### config.mk
export PLATFORM = sky130hd
export DESIGN_NAME = varint_decoder_unit
export DESIGN_NICKNAME = d
export VERILOG_FILES = /design/src/vd_pkg.sv /design/src/varint_decoder_unit.sv
export SDC_FILE = /design/constraint.sdc
export NUM_CORES = 1
export LEC_CHECK = 0
export BUFFER_PORTS_ARGS = -buffer_cell sky130_fd_sc_hd__buf_2
export CAP_MARGIN = 0
export CORE_ASPECT_RATIO = 1.25
export CORE_MARGIN = 5
export CORE_UTILIZATION = 61
export DETAILED_ROUTE_END_ITERATION = 10
export HOLD_SLACK_MARGIN = 0.02
export PLACE_DENSITY = 0.85
export SYNTH_ARGS = -nofsm -noshare
export SYNTH_HDL_FRONTEND = slang
export SYNTH_SLANG_ARGS = --single-unit
### constraint.sdc
create_clock -name clk_i -period 8.19 [get_ports clk_i]
set_clock_uncertainty 0.15 [all_clocks]
set_input_delay 0.4095 -clock clk_i [delete_from_list [all_inputs] [get_ports clk_i]]
set_output_delay 0.4095 -clock clk_i [all_outputs]
set_load 0.02 [all_outputs]
### src/vd_pkg.sv
// Shared types and constants for the varint decoder.
// No dependencies; imported by varint_decoder_unit, its checker and the testbench.
package vd_pkg;

  localparam int unsigned ByteW  = 8;
  localparam int unsigned ValueW = 64;
  localparam int unsigned CountW = 4;

  typedef logic signed [ByteW-1:0]  hdr_t;
  typedef logic [ValueW-1:0]        value_t;
  typedef logic [CountW-1:0]        count_t;

  // Width selector carried in tuser.
  typedef enum logic {
    KIND_INT  = 1'b0,
    KIND_LONG = 1'b1
  } kind_e;

  // Header thresholds, read as signed bytes.
  localparam hdr_t HdrMinInt  = -8'sd120;
  localparam hdr_t HdrNegInt  = -8'sd124;
  localparam hdr_t HdrMinLong = -8'sd112;
  localparam hdr_t HdrNegLong = -8'sd120;

endpackage

### src/varint_decoder_unit.sv
// Variable-length integer decoder: input register, header/payload logic, result register.
// Depends on vd_pkg.
//
// Usage:
//   Slave stream: one raw byte per beat. tdata[7:0] is the byte; tuser is the value kind
//   (0 = 32-bit, 1 = 64-bit), looked at only on header bytes.
//   Master stream: one beat per decoded integer. tdata[63:0] is the signed value (32-bit
//   values sign-extended); tuser repeats the kind taken from the header.
//   A header byte that is the value itself yields a beat at once; otherwise the beat
//   follows the last payload byte. Header and payload bytes are fed in order.
// Path: an accepted byte goes through the input register, then the result register;
//   the decode between them is combinational: one shift, signed compares and a few muxes.
// Throughput: one byte per cycle, sustained, as long as the master side takes results.
// Stall: when a result waits and m_axis_tready is low, both registers hold; the slave
//   side still takes one byte into the empty input register, then deasserts tready.
// Reset: rst_ni clears both valid flags, the byte count (awaiting a header), the
//   accumulator, the sign mark and the latched kind.
module varint_decoder_unit (
  input  logic                  clk_i,
  input  logic                  rst_ni,
  input  logic                  s_axis_tvalid,
  output logic                  s_axis_tready,
  input  logic [7:0]            s_axis_tdata,  // [7:0] data_byte
  input  logic                  s_axis_tuser,  // [0] kind
  output logic                  m_axis_tvalid,
  input  logic                  m_axis_tready,
  output logic [63:0]           m_axis_tdata,  // [63:0] value
  output logic                  m_axis_tuser   // [0] value_kind
);
  import vd_pkg::*;

  // input register
  logic              in_valid_q;
  kind_e             in_kind_q;
  logic [ByteW-1:0]  in_byte_q;

  // decode state
  count_t            bytes_left_q, bytes_left_d;
  value_t            acc_q, acc_d;
  logic              neg_q, neg_d;
  kind_e             cur_kind_q, cur_kind_d;

  // result register
  logic              out_valid_q;
  value_t            out_value_q, out_value_d;
  kind_e             out_kind_q, out_kind_d;
  logic              emit;

  logic              advance;
  hdr_t              hdr;
  hdr_t              lim, negl, cnt8;
  logic [31:0]       low32;

  assign advance       = !out_valid_q || m_axis_tready;
  assign s_axis_tready = advance || !in_valid_q;

  always_comb begin
    hdr          = hdr_t'(in_byte_q);
    lim          = (in_kind_q == KIND_LONG) ? HdrMinLong : HdrMinInt;
    negl         = (in_kind_q == KIND_LONG) ? HdrNegLong : HdrNegInt;
    bytes_left_d = bytes_left_q;
    acc_d        = acc_q;
    neg_d        = neg_q;
    cur_kind_d   = cur_kind_q;
    out_value_d  = out_value_q;
    out_kind_d   = out_kind_q;
    emit         = 1'b0;
    cnt8         = '0;
    low32        = '0;
    if (bytes_left_q == '0) begin
      cur_kind_d = in_kind_q;
      acc_d      = '0;
      if (hdr >= lim) begin
        emit        = 1'b1;
        neg_d       = 1'b0;
        out_value_d = value_t'(signed'(hdr));
        out_kind_d  = in_kind_q;
      end else if (hdr < negl) begin
        neg_d        = 1'b1;
        cnt8         = negl - hdr;
        bytes_left_d = cnt8[CountW-1:0];
      end else begin
        neg_d        = 1'b0;
        cnt8         = lim - hdr;
        bytes_left_d = cnt8[CountW-1:0];
      end
    end else begin
      acc_d        = {acc_q[ValueW-ByteW-1:0], in_byte_q};
      bytes_left_d = bytes_left_q - count_t'(1);
      if (bytes_left_d == '0) begin
        emit       = 1'b1;
        out_kind_d = cur_kind_q;
        if (cur_kind_q == KIND_LONG) begin
          out_value_d = {acc_d[ValueW-1] | neg_q, acc_d[ValueW-2:0]};
        end else begin
          // restore the cleared sign bit, then sign-extend from bit 31
          low32       = {acc_d[31] | neg_q, acc_d[30:0]};
          out_value_d = {{32{low32[31]}}, low32};
        end
      end
    end
  end

  always_ff @(posedge clk_i or negedge rst_ni) begin
    if (!rst_ni) begin
      in_valid_q   <= 1'b0;
      bytes_left_q <= '0;
      acc_q        <= '0;
      neg_q        <= 1'b0;
      cur_kind_q   <= KIND_INT;
      out_valid_q  <= 1'b0;
    end else begin
      if (s_axis_tready) begin
        in_valid_q <= s_axis_tvalid;
      end
      if (advance) begin
        out_valid_q <= in_valid_q && emit;
        if (in_valid_q) begin
          bytes_left_q <= bytes_left_d;
          acc_q        <= acc_d;
          neg_q        <= neg_d;
          cur_kind_q   <= cur_kind_d;
        end
      end
    end
  end

  // payload registers: no reset
  always_ff @(posedge clk_i) begin
    if (s_axis_tready && s_axis_tvalid) begin
      in_kind_q <= kind_e'(s_axis_tuser);
      in_byte_q <= s_axis_tdata;
    end
    if (advance && in_valid_q && emit) begin
      out_value_q <= out_value_d;
      out_kind_q  <= out_kind_d;
    end
  end

  assign m_axis_tvalid = out_valid_q;
  assign m_axis_tdata  = out_value_q;
  assign m_axis_tuser  = out_kind_q;

endmodule

==> qor_table.md, run 1 <==
| Result | This run |
|---|---|
| Transition time at the pin with the least slew margin | 1.23 ns |
| Status | finished clean |
| Detailed-route DRC error count | 0 |
| Number of max-capacitance violations reported | 0 |
| VDD IR-drop max | 214 uV |
| Final setup violation count | 0 |
| Data required time at the worst endpoint | 8.21 ns |
| Crit end category | register |
| Post-synthesis net count | 424 |
| Total number of clock tree sinks | 138 |
| Yosys warning count | 0 |
| Seq cells post-synth | 138 |
| Dominant cells by area after synthesis | sky130_fd_sc_hd__edfxtp_1 41%, sky130_fd_sc_hd__dfrtp_1 30%, sky130_fd_sc_hd__nand2_1 5.5% |
| Total vias in the final route | 3630 |
| Clock Tree Buf Depth | 2 |
| Die Span X | 93.9 um |
| Detailed-route vias per instance | 5.82 |
| Min-delay worst type | input port to register |
| Worst hold path depth | 3 |
| Largest net degree at the start of global routing | 88 |
| Die span in y | 115 um |
| Number of distinct library cells after synthesis | 37 |
| Final worst setup slack | 4.35 ns |
| Pre-CTS setup slack | 4.49 ns |
| Vias in the first global route | 3743 |
| Filler cells | 533 |
| Setup repair after global routing missed its margin | false |
| Number of routed nets with antenna violations | 0 |
| Sum of routed wire length over all layers | 11.5 mm |
| Number of flops mapped to enable cells by yosys | 74 |
| Fraction of final layout cells sized beyond drive strength 1 | 0.240 |
| Wire length of the first global-routing pass | 18.5 mm |
| Reported leakage power | 3.11 nW |
| Iteration-0 DRC count of the detailed router | 385 |
| Cell area after technology mapping | 5360 um2 |
| Proportion of register bits with asynchronous set or reset after synthesis | 0.464 |
| Share of the yosys chip area belonging to registers | 0.713 |
| Syn avg cell area | 13.3 um2 |
| Class of the most critical setup path | register to register |
| Crit-path max FO | 36 |
| Final TNS setup | 0 ns |
| Total buffers and inverters traversed by the critical path | 2 |
| R2R depth | 6 |
| Footprint of the flip-flops and latches | 3820 um2 |
| Slew margin rel. | 0.182 |
| Minimum clock period after layout | 3.84 ns |
| Max-slew violation total from the final report | 0 |
| Most used flip-flop cell after synthesis | sky130_fd_sc_hd__edfxtp_1 |
| Cell Pwr Density | 416 nW/um2 |
| Cell with the biggest individual delay on the critical path | sky130_fd_sc_hd__a21oi_4 |
| Port buffer count | 79 |
| Initial antenna violation count | 0 |
| Arr. time, crit path | 3.86 ns |
| Cts bufs inserted | 17 |
| Layout Area Growth over Synthesis | 22.3% |
| Final number of hold-violating endpoints | 0 |
| Clock-pin slew on the worst setup and hold paths | 0.06 ns |
| Starting Density | 0.620 |
| Multi-input gate area | 1430 um2 |
| Number of placement rows | 38 |
| Die Footprint | 10800 um2 |
| Upper clock frequency limit | 0.261 GHz |
| Clock root buffer | sky130_fd_sc_hd__clkbuf_8 |
| Stage delay of the slowest cell on the critical path | 0.86 ns |
| Skew-Pair Late Insertion Delay | 0.53 ns |
| GRT Total Usage | 0.230 |
| Area inside the core boundary | 8650 um2 |
| Path length in cells of the critical path | 6 |
| Hpwl dp | 6.79 mm |
| Leading area contributor after synthesis | sky130_fd_sc_hd__edfxtp_1 |
| CTS tree | done |
| Cells after synthesis | 403 |
| Pre-antenna DRT Iters | 5 |
| Kind of start point of the critical path | register |
| Final clock period utilization by the worst path | 0.469 |
| Number of diodes added for antenna fixing | 0 |
| GRT overflow | 0 |
| Number of top-level pins | 80 |
| Share of Yosys cell area claimed by the top area cell type | 0.414 |
| H-tree levels | 4 |
| Ordered list of cells on the worst path | inv_1 -> ha_1 -> nor3b_2 -> nand2_1 -> a21oi_4 -> buf_4 |
| Pwr Total | 0.00273 W |
| Routability congestion estimate | 0.835 |
| Wirelength per Cell | 18.4 um |
| Number of nets in the layout | 512 |
| Top cell family by delay on the critical path | simple AND/OR/NAND/NOR gates |
| Post-cts gate resize count | 0 |
metal layers:
layer / up-vias / track usage / share of wire
li1: 1636 / - / -
met1: 1801 / 0.269 / 0.38
met2: 156 / 0.387 / 0.53
met3: 37 / 0.0550 / 0.059
met4: 0 / 0.137 / 0.038
met5: - / 0 / 0
tightest hold or removal path: cells and delay by family:
kind	cells	cell delay, ns
buf+inv	1	0.08
simple gates	2	0.20
path summary, 6_finish.rpt:
path	from	to	slack, ns
max	bytes_left_q[0]	m_axis_tdata[45]	4.35
min	m_axis_tready	in_valid_q	0.05
max reg2reg	bytes_left_q[0]	m_axis_tdata[45]	4.35
min reg2reg	hdr[5]	m_axis_tdata[5]	0.34
max in group asynchronous	rst_ni	acc_q[19]	6.89
min in group asynchronous	rst_ni	in_valid_q	0.44
through the flow:
stage,hold slack (ns),cell area (um2),std cells,utilization
floorplan,-0.0361,5360,403,-
global placement,0.311,5880,581,0.679
detailed placement,0.320,5880,581,0.679
CTS,0.0400,6560,624,0.758
global route,0.0854,6560,624,0.758
finish,0.0542,6560,624,0.758
cell type report:
type / instances / area share
clock buffers: 18 / 0.0637
clock inverters: 14 / 0.0235
inverters: 10 / 0.00572
multi-input cells: 229 / 0.218
flip-flops and latches: 138 / 0.583
well taps: 120 / 0.0229
repair buffers: 95 / 0.0828
cell usage in the layout (no fill, tap or decap), types with 2 or more instances in the layout:
master,synthesis,final
sky130_fd_sc_hd__a21o_1,32,32
sky130_fd_sc_hd__a21oi_1,3,2
sky130_fd_sc_hd__a22o_1,33,33
sky130_fd_sc_hd__and2_1,2,2
sky130_fd_sc_hd__buf_2,1,79
sky130_fd_sc_hd__buf_4,0,5
sky130_fd_sc_hd__bufinv_16,0,3
sky130_fd_sc_hd__clkbuf_16,0,16
sky130_fd_sc_hd__clkinv_1,0,2
sky130_fd_sc_hd__clkinv_2,0,5
sky130_fd_sc_hd__clkinvlp_4,0,3
sky130_fd_sc_hd__dfrtp_1,64,64
sky130_fd_sc_hd__dlygate4sd3_1,0,11
sky130_fd_sc_hd__edfxtp_1,74,74
sky130_fd_sc_hd__ha_1,8,8
sky130_fd_sc_hd__inv_1,10,10
sky130_fd_sc_hd__mux2i_1,2,2
sky130_fd_sc_hd__nand2_1,78,77
sky130_fd_sc_hd__nand2b_1,3,3
sky130_fd_sc_hd__nand3_1,2,2
sky130_fd_sc_hd__nor2_1,8,6
sky130_fd_sc_hd__nor2_2,0,2
sky130_fd_sc_hd__nor3_1,2,2
sky130_fd_sc_hd__o211ai_1,2,2
sky130_fd_sc_hd__o21ai_0,30,30
sky130_fd_sc_hd__o31ai_1,3,2
sky130_fd_sc_hd__or3b_1,2,2
sky130_fd_sc_hd__or4_1,2,2
sky130_fd_sc_hd__xnor2_1,2,2
power breakdown:
group	internal, W	total [W]	switching [W]
registers	0.00105	0.00120	0.000147
clock network	0.000459	0.000739	0.000280
logic	0.000284	0.000791	0.000507
sequential cells by signal (all words and copies together) (netlist names):
signal         flops
m_axis_tvalid      1
in_valid_q         1
in_kind_q          1
bytes_left_q       4
hdr                8
cur_kind_q         1
m_axis_tuser       1
acc_q             56
m_axis_tdata      64
neg_q              1
synth_stat cells, drive strengths merged (3+ instances only):
| cell type | instances |
|---|---|
| o21ai | 31 |
| o31ai | 3 |
| ha | 8 |
| nand2b | 3 |
| clkbuf | 24 |
| a21o | 32 |
| a21oi | 3 |
| nand2 | 78 |
| dfrtp | 64 |
| inv | 10 |
| edfxtp | 74 |
| nor2 | 8 |
| a22o | 33 |
logic make-up (layout without fill, tap and decap cells):
| group | after synthesis | count (layout) | share of synthesized area |
|---|---|---|---|
| AO/OA/AOI/OAI | 109 | 109 | 0.146 |
| multiplexers | 2 | 2 | 0.00373 |
| flip-flops | 138 | 138 | 0.713 |
| adder cells (fa/ha/maj) | 8 | 8 | 0.0187 |
| buffers and inverters | 36 | 137 | 0.0268 |
| XOR/XNOR | 3 | 3 | 0.00490 |
| AND/OR/NAND/NOR | 107 | 107 | 0.0866 |
timing repair:
| item | in CTS | in global routing |
|---|---|---|
| hold buffers | 11 | 0 |
| endpoints found under the setup margin | 0 | 0 |
| buffers inserted | 0 | 0 |
| hold endpoints to repair | 74 | 0 |
Power figures use the tool's default switching activity.
==> inputs of run 2 (changes only) <==
- CORE_UTILIZATION: 61 -> 51
- PLACE_DENSITY: 0.85 -> 0.75
- clock period: 8.19 -> 3.5 ns (I/O delays scaled with it)
==> run 2 against run 1 <==
Compared with the run above:
- core utilization decreased by 11 points
- die area increased by 18%
- power increased by 140%
- combinational power grew 130%
- fmax increased by 24%
- sequential cell count unchanged
- sequential share of layout area decreased by 0.81 points
- cell count increased by 2.4%
- count of clock-buffer cells in the layout shrank 1
- clock power increased by 150%
- highest routed layer unchanged
==> qor_table.md, run 2 (synthesized netlist as in run 1, its figures left out) <==
| Result | This run | vs previous |
|---|---|---|
| Status | finished clean |  |
| H-tree levels | 4 | unchanged |
| Pre-antenna DRT Iters | 5 | unchanged |
| Detailed-route vias per instance | 5.56 | -4.4% |
| Cts bufs inserted | 17 | unchanged |
| Detailed-route DRC error count | 0 | unchanged |
| Fraction of power consumed by combinational cells | 0.286 | -0.004 |
| Setup repair after global routing missed its margin | false |  |
| Arr. time, crit path | 2.98 ns | -0.88 ns |
| Vias in the first global route | 3604 | -3.7% |
| Number of top-level pins | 80 | unchanged |
| Leading cell types in the layout, fill and taps excluded | 79 x sky130_fd_sc_hd__buf_2, 77 x sky130_fd_sc_hd__nand2_1, 74 x sky130_fd_sc_hd__edfxtp_1 |  |
| Die Footprint | 12700 um2 | +18% |
| Switching share of total power | 0.332 | -0.0104 |
| Min-delay worst type | input port to register |  |
| Max-slew violation total from the final report | 0 | unchanged |
| Crit-path max FO | 54 | +50% |
| Final number of hold-violating endpoints | 0 | unchanged |
| Clock Tree Buf Depth | 2 | unchanged |
| Most common library cell in the layout ignoring fill and taps | sky130_fd_sc_hd__buf_2 |  |
| Sum of routed wire length over all layers | 11.0 mm | -4.0% |
| Worst hold slack across all endpoints | 0.0998 ns | +0.0456 ns |
| Layout Area Growth over Synthesis | 24.0% |  |
| Final TNS setup | 0 ns | unchanged |
| Port buffer count | 79 | unchanged |
| Die span in y | 125 um | +8.6% |
| Upper clock frequency limit | 0.324 GHz | +24% |
| Number of max-capacitance violations reported | 0 | unchanged |
| Transition time at the pin with the least slew margin | 0.950 ns | -0.278 ns |
| Filler cells | 747 | +40% |
| Starting Density | 0.525 | -0.0944 |
| Post-cts gate resize count | 0 | unchanged |
| Number of diodes added for antenna fixing | 0 | unchanged |
| Final setup violation count | 0 | unchanged |
| Wire length of the first global-routing pass | 18.2 mm | -1.9% |
| Total number of clock tree sinks | 138 | unchanged |
| Cell Pwr Density | 971 nW/um2 | +130% |
| GRT Total Usage | 0.187 | -0.0436 |
| Minimum clock period after layout | 3.08 ns | -0.754 ns |
| Slew margin rel. | 0.367 | +0.185 |
| Relative contribution of sequential cells to total power | 0.432 | -0.007 |
| Clock root buffer | sky130_fd_sc_hd__clkbuf_16 |  |
| Number of placement rows | 41 | +7.9% |
| Fraction of power consumed by the clock network | 0.282 | +0.011 |
| Area inside the core boundary | 10200 um2 | +18% |
| Initial antenna violation count | 0 | unchanged |
| Iteration-0 DRC count of the detailed router | 195 | -49% |
| Largest net degree at the start of global routing | 87 | -1.1% |
| Internal power component | 0.00431 W | +140% |
| Final clock period utilization by the worst path | 0.881 | +0.412 |
| Total vias in the final route | 3555 | -2.1% |
| Data required time at the worst endpoint | 3.39 ns | -4.82 ns |
| Die Span X | 102 um | +8.4% |
| Fraction of final layout cells sized beyond drive strength 1 | 0.243 | +0.00306 |
| Number of routed nets with antenna violations | 0 | unchanged |
| GRT overflow | 0 | unchanged |
| Clock-pin slew on the worst setup and hold paths | 0.06 ns | about the same |
| Number of flip-flops under the largest register name | 64 | unchanged |
| VDD IR-drop max | 461 uV | +120% |
| Net switching power figure | 0.00214 W | +130% |
| Class of the most critical setup path | register to register |  |
| Cell area reported after detailed placement | 5920 um2 | +0.83% |
| Skew-Pair Late Insertion Delay | 0.41 ns | -0.12 ns |
| CTS tree | done |  |
| Kind of start point of the critical path | register |  |
| Hpwl dp | 6.92 mm | +1.9% |
| Crit end category | register |  |
| Number of nets in the layout | 518 | +1.2% |
| Wirelength per Cell | 17.3 um | -6.3% |
| Reported leakage power | 3.15 nW | +1.3% |
| Post-layout instance area | 6650 um2 | +1.4% |
| Routability congestion estimate | 0.807 | -3.4% |
==> run 2: final cells by class <==
class	instances	area (um2)	area share
clock buffer	17	425	0.0640
clock inverter	15	180	0.0271
inverter	10	37.5	0.00564
multi-input combinational	229	1430	0.215
sequential	138	3820	0.575
tap	129	161	0.0243
timing repair buffer	101	591	0.0888
==> run 2: what timing repair did <==
action                                  CTS  global route
endpoints found under the setup margin    0             0
hold endpoints to repair                 50             0
hold buffers                             12             0
buffers inserted                          0             0
==> run 2: routing by layer <==
layer / global-route usage / up-vias / share of wire / wire (um)
met2: 0.298 / 142 / 0.51 / 5690
met3: 0.0599 / 17 / 0.069 / 766
met4: 0.0642 / 0 / 0.014 / 155
li1: - / 1647 / - / -
met1: 0.239 / 1749 / 0.40 / 4440
met5: 0 / - / 0 / 0
==> run 2: power groups by stage <==
stage          sequential [W]  combinational [W]  clock [W]
2_1_floorplan         0.00300            0.00103          0
3_3_place_gp          0.00279            0.00180          0
3_5_place_dp          0.00281            0.00183          0
4_1_cts               0.00279            0.00187    0.00185
5_1_grt               0.00286            0.00203    0.00192
6_report              0.00279            0.00185    0.00182
==> run 2: metrics by stage <==
step	total power, W	instances	util	setup WS, ns
5_1_grt	0.00681	639	0.651	0.164
3_5_place_dp	0.00464	595	0.580	0.447
3_3_place_gp	0.00459	595	0.580	0.576
4_1_cts	0.00651	639	0.651	0.419
6_report	0.00646	639	0.651	0.416
2_1_floorplan	0.00403	403	-	0.254
==> run 2: worst paths after layout <==
| kind | from | to | slack, ns | cells past startpoint |
|---|---|---|---|---|
| min reg2reg | acc_q[21] | acc_q[21] | 0.33 | 2 |
| max reg2reg | bytes_left_q[0] | m_axis_tdata[37] | 0.42 | 7 |
| max | bytes_left_q[0] | m_axis_tdata[37] | 0.42 | 7 |
| max in group asynchronous | rst_ni | cur_kind_q | 2.14 | 3 |
| min in group asynchronous | rst_ni | acc_q[49] | 0.31 | 2 |
| min | m_axis_tready | m_axis_tvalid | 0.1 | 3 |
==> run 2: critical path, stage by stage, from the launching register on <==
cell	delay [ns]
sky130_fd_sc_hd__dfrtp_1	0.44
sky130_fd_sc_hd__inv_1	0.11
sky130_fd_sc_hd__ha_1	0.27
sky130_fd_sc_hd__or2_2	0.30
sky130_fd_sc_hd__nor4_1	0.23
sky130_fd_sc_hd__a31oi_1	0.13
sky130_fd_sc_hd__a21oi_4	0.41
sky130_fd_sc_hd__buf_4	0.64
==> inputs of run 3 (changes only) <==
- BUFFER_PORTS_ARGS: -buffer_cell sky130_fd_sc_hd__buf_2 -> -buffer_cell sky130_fd_sc_hd__clkbuf_2
==> run 3 against run 2 <==
Compared with the run above:
- highest routed layer unchanged
- count of clock-buffer cells in the layout up 6
- routed wire length increased by 2.2%
- critical endpoint is now bytes_left_q[3]
- global-route usage shrank 0.062 points
- largest cell class unchanged
- sequential cell count is the same
- worst hold slack worse by 0.0030 ns
- die area stayed put
- worst setup slack improved by 0.098 ns
- critical path type unchanged
==> qor_table.md, run 3 (synthesized netlist as in run 1, its figures left out) <==
| Result | This run | vs previous |
|---|---|---|
| Largest net degree at the start of global routing | 78 | -10% |
| Number of flip-flops under the largest register name | 64 | unchanged |
| Upper clock frequency limit | 0.335 GHz | +3.3% |
| Reported leakage power | 3.17 nW | +0.41% |
| Core occupancy in the finished layout | 0.649 | -0.00208 |
| Slew margin rel. | 0.222 | -0.145 |
| Worst reg-to-reg setup slack | 0.51 ns | +0.10 ns |
| Top cell by count, worst path | sky130_fd_sc_hd__ha_1 |  |
| Final clock period utilization by the worst path | 0.853 | -0.0279 |
| Skew-Pair Late Insertion Delay | 0.42 ns | about the same |
| Die span in y | 125 um | unchanged |
| Wire length of the first global-routing pass | 18.1 mm | -0.26% |
| Final TNS setup | 0 ns | unchanged |
| Ordered list of cells on the worst path | inv_1 -> ha_1 -> o21ai_0 -> inv_1 -> ha_1 -> ha_1 -> nor3b_1 -> or4_1 -> a32o_1 -> o21ai_2 |  |
| Area inside the core boundary | 10200 um2 | unchanged |
| Most common library cell in the layout ignoring fill and taps | sky130_fd_sc_hd__clkbuf_2 |  |
| Number of diodes added for antenna fixing | 0 | unchanged |
| Leading cell types in the layout, fill and taps excluded | 78 x sky130_fd_sc_hd__clkbuf_2, 77 x sky130_fd_sc_hd__nand2_1, 74 x sky130_fd_sc_hd__edfxtp_1 |  |
| Status | finished clean |  |
| Cell with the biggest individual delay on the critical path | sky130_fd_sc_hd__or4_1 |  |
| Startpoint of the worst register-to-register path | in_kind_q |  |
| Total vias in the final route | 3565 | +0.28% |
| Minimum clock period after layout | 2.99 ns | -0.0978 ns |
| Routed length on met3 | 915 um | +19% |
| Number of placement rows | 41 | unchanged |
| Die Footprint | 12700 um2 | unchanged |
| Total buffers and inverters traversed by the critical path | 2 | unchanged |
| Class of the most critical setup path | register to register |  |
| Post-CTS setup-driven buffer insertion count | 0 | unchanged |
| Final setup violation count | 0 | unchanged |
| Port buffer count | 79 | unchanged |
| Pre-antenna DRT Iters | 5 | unchanged |
| Fraction of final layout cells sized beyond drive strength 1 | 0.249 | +0.00540 |
| Iteration-0 DRC count of the detailed router | 258 | +32% |
| Stage delay of the slowest cell on the critical path | 0.50 ns | -0.14 ns |
| Detailed-route DRC error count | 0 | unchanged |
| Reg2Reg Capture Point | bytes_left_q[3] |  |
| Wire length on met2 | 5.74 mm | +1.0% |
| Number of nets in the layout | 519 | +0.19% |
| Setup repair after global routing missed its margin | false |  |
| Max-slew violation total from the final report | 0 | unchanged |
| Transition time at the pin with the least slew margin | 1.17 ns | +0.218 ns |
| Filler cells | 754 | +0.94% |
| Clock root buffer | sky130_fd_sc_hd__clkbuf_16 |  |
| H-tree levels | 4 | unchanged |
| Uppermost layer routed | met4 |  |
| Data required time at the worst endpoint | 3.69 ns | +0.30 ns |
| Routability congestion estimate | 0.820 | +1.5% |
| Layout Area Growth over Synthesis | 23.6% |  |
| Total number of clock tree sinks | 138 | unchanged |
| Hpwl dp | 6.97 mm | +0.73% |
| Sum of routed wire length over all layers | 11.3 mm | +2.2% |
| Detailed-route vias per instance | 5.57 | +0.12% |
| GRT Total Usage | 0.186 | -0.000622 |
| Number of top-level pins | 80 | unchanged |
| Min-delay worst type | input port to register |  |
| Critical Path End | bytes_left_q[3] |  |
| Cell Pwr Density | 963 nW/um2 | -0.89% |
| Number of routed nets with antenna violations | 0 | unchanged |
| WL met1 | 4.50 mm | +1.5% |
| GRT overflow | 0 | unchanged |
| Clock Tree Buf Depth | 2 | unchanged |
| Initial antenna violation count | 0 | unchanged |
| Setup crit start | in_kind_q |  |
| Vias in the first global route | 3537 | -1.9% |
| R2R depth | 10 | +3 |
| Number of max-capacitance violations reported | 0 | unchanged |
| Clock-pin slew on the worst setup and hold paths | 0.06 ns | about the same |
| Starting Density | 0.525 | unchanged |
| VDD IR-drop max | 445 uV | -3.6% |
| CTS tree | done |  |
| Cts bufs inserted | 17 | unchanged |
| Final number of hold-violating endpoints | 0 | unchanged |
| Kind of start point of the critical path | register |  |
| Crit-path max FO | 5 | -91% |
| Top cell family by delay on the critical path | adder cells |  |
| Arr. time, crit path | 3.17 ns | +0.19 ns |
| Die Span X | 102 um | unchanged |
| Wirelength per Cell | 17.6 um | +2.0% |
| Path length in cells of the critical path | 10 | +3 |
| Crit end category | register |  |
-- run 3: cell count changes in the layout (fill, tap and decap cells not counted), sizes merged --
cell	delta
clkbuf	+84
buf	-77
clkinvlp	-1
bufinv	-3
inv	+1
clkinv	-3
-- run 3: cell type report --
type | instances | area, um2 | share of cell area
clock buffer | 23 | 489 | 0.0738
tap | 129 | 161 | 0.0243
inverter | 10 | 37.5 | 0.00566
sequential | 138 | 3820 | 0.577
multi-input combinational | 229 | 1430 | 0.216
timing repair buffer | 102 | 598 | 0.0902
clock inverter | 9 | 87.6 | 0.0132
-- run 3: what timing repair did --
action	4_1_cts	5_1_grt
hold buffers	12	0
endpoints found under the hold margin	58	0
resized for setup	0	0
-- run 3: how the worst min path moves through the flow --
stage                               start       endpoint  slack [ns]  depth (start not counted)
after detailed placement  s_axis_tdata[3]         hdr[3]        0.20                          1
after CTS                   m_axis_tready  m_axis_tvalid        0.07                          3
after global routing        m_axis_tready  m_axis_tvalid        0.12                          3
after global placement    s_axis_tdata[2]         hdr[2]        0.20                          1
after floorplan                    rst_ni       acc_q[0]       -0.27                          0
final                       m_axis_tready  m_axis_tvalid         0.1                          3
-- run 3: power by group --
group	switching, W	total, W	internal (W)
clock network	0.000654	0.00171	0.00106
logic	0.00120	0.00187	0.000677
registers	0.000334	0.00279	0.00246
-- run 3: routing by layer --
metal / up-vias / GRT usage
li1: 1648 / -
met2: 137 / 0.300
met4: 0 / 0.0665
met3: 10 / 0.0650
met1: 1770 / 0.230
met5: - / 0
-- run 3: worst reg2reg max path: cells and delay by family, from the launching register on --
| family | cells | cell delay [ns] |
|---|---|---|
| adders and majority gates | 3 | 0.76 |
| buffers and inverters | 2 | 0.26 |
| DFF | 1 | 0.43 |
| AOI/OAI and AO/OA | 3 | 0.65 |
| and+or+nand+nor | 2 | 0.67 |
-- run 3: metrics by stage --
stage	instances	setup WS, ns	power, W	instance area [um2]	hold slack (ns)
final	640	0.514	0.00638	6630	0.0968
after global routing	640	0.396	0.00672	6630	0.115
after CTS	640	0.552	0.00643	6630	0.0679
after detailed placement	596	0.603	0.00466	5930	0.204
after global placement	596	0.768	0.00461	5930	0.204
after floorplan	403	0.254	0.00403	5370	-0.271
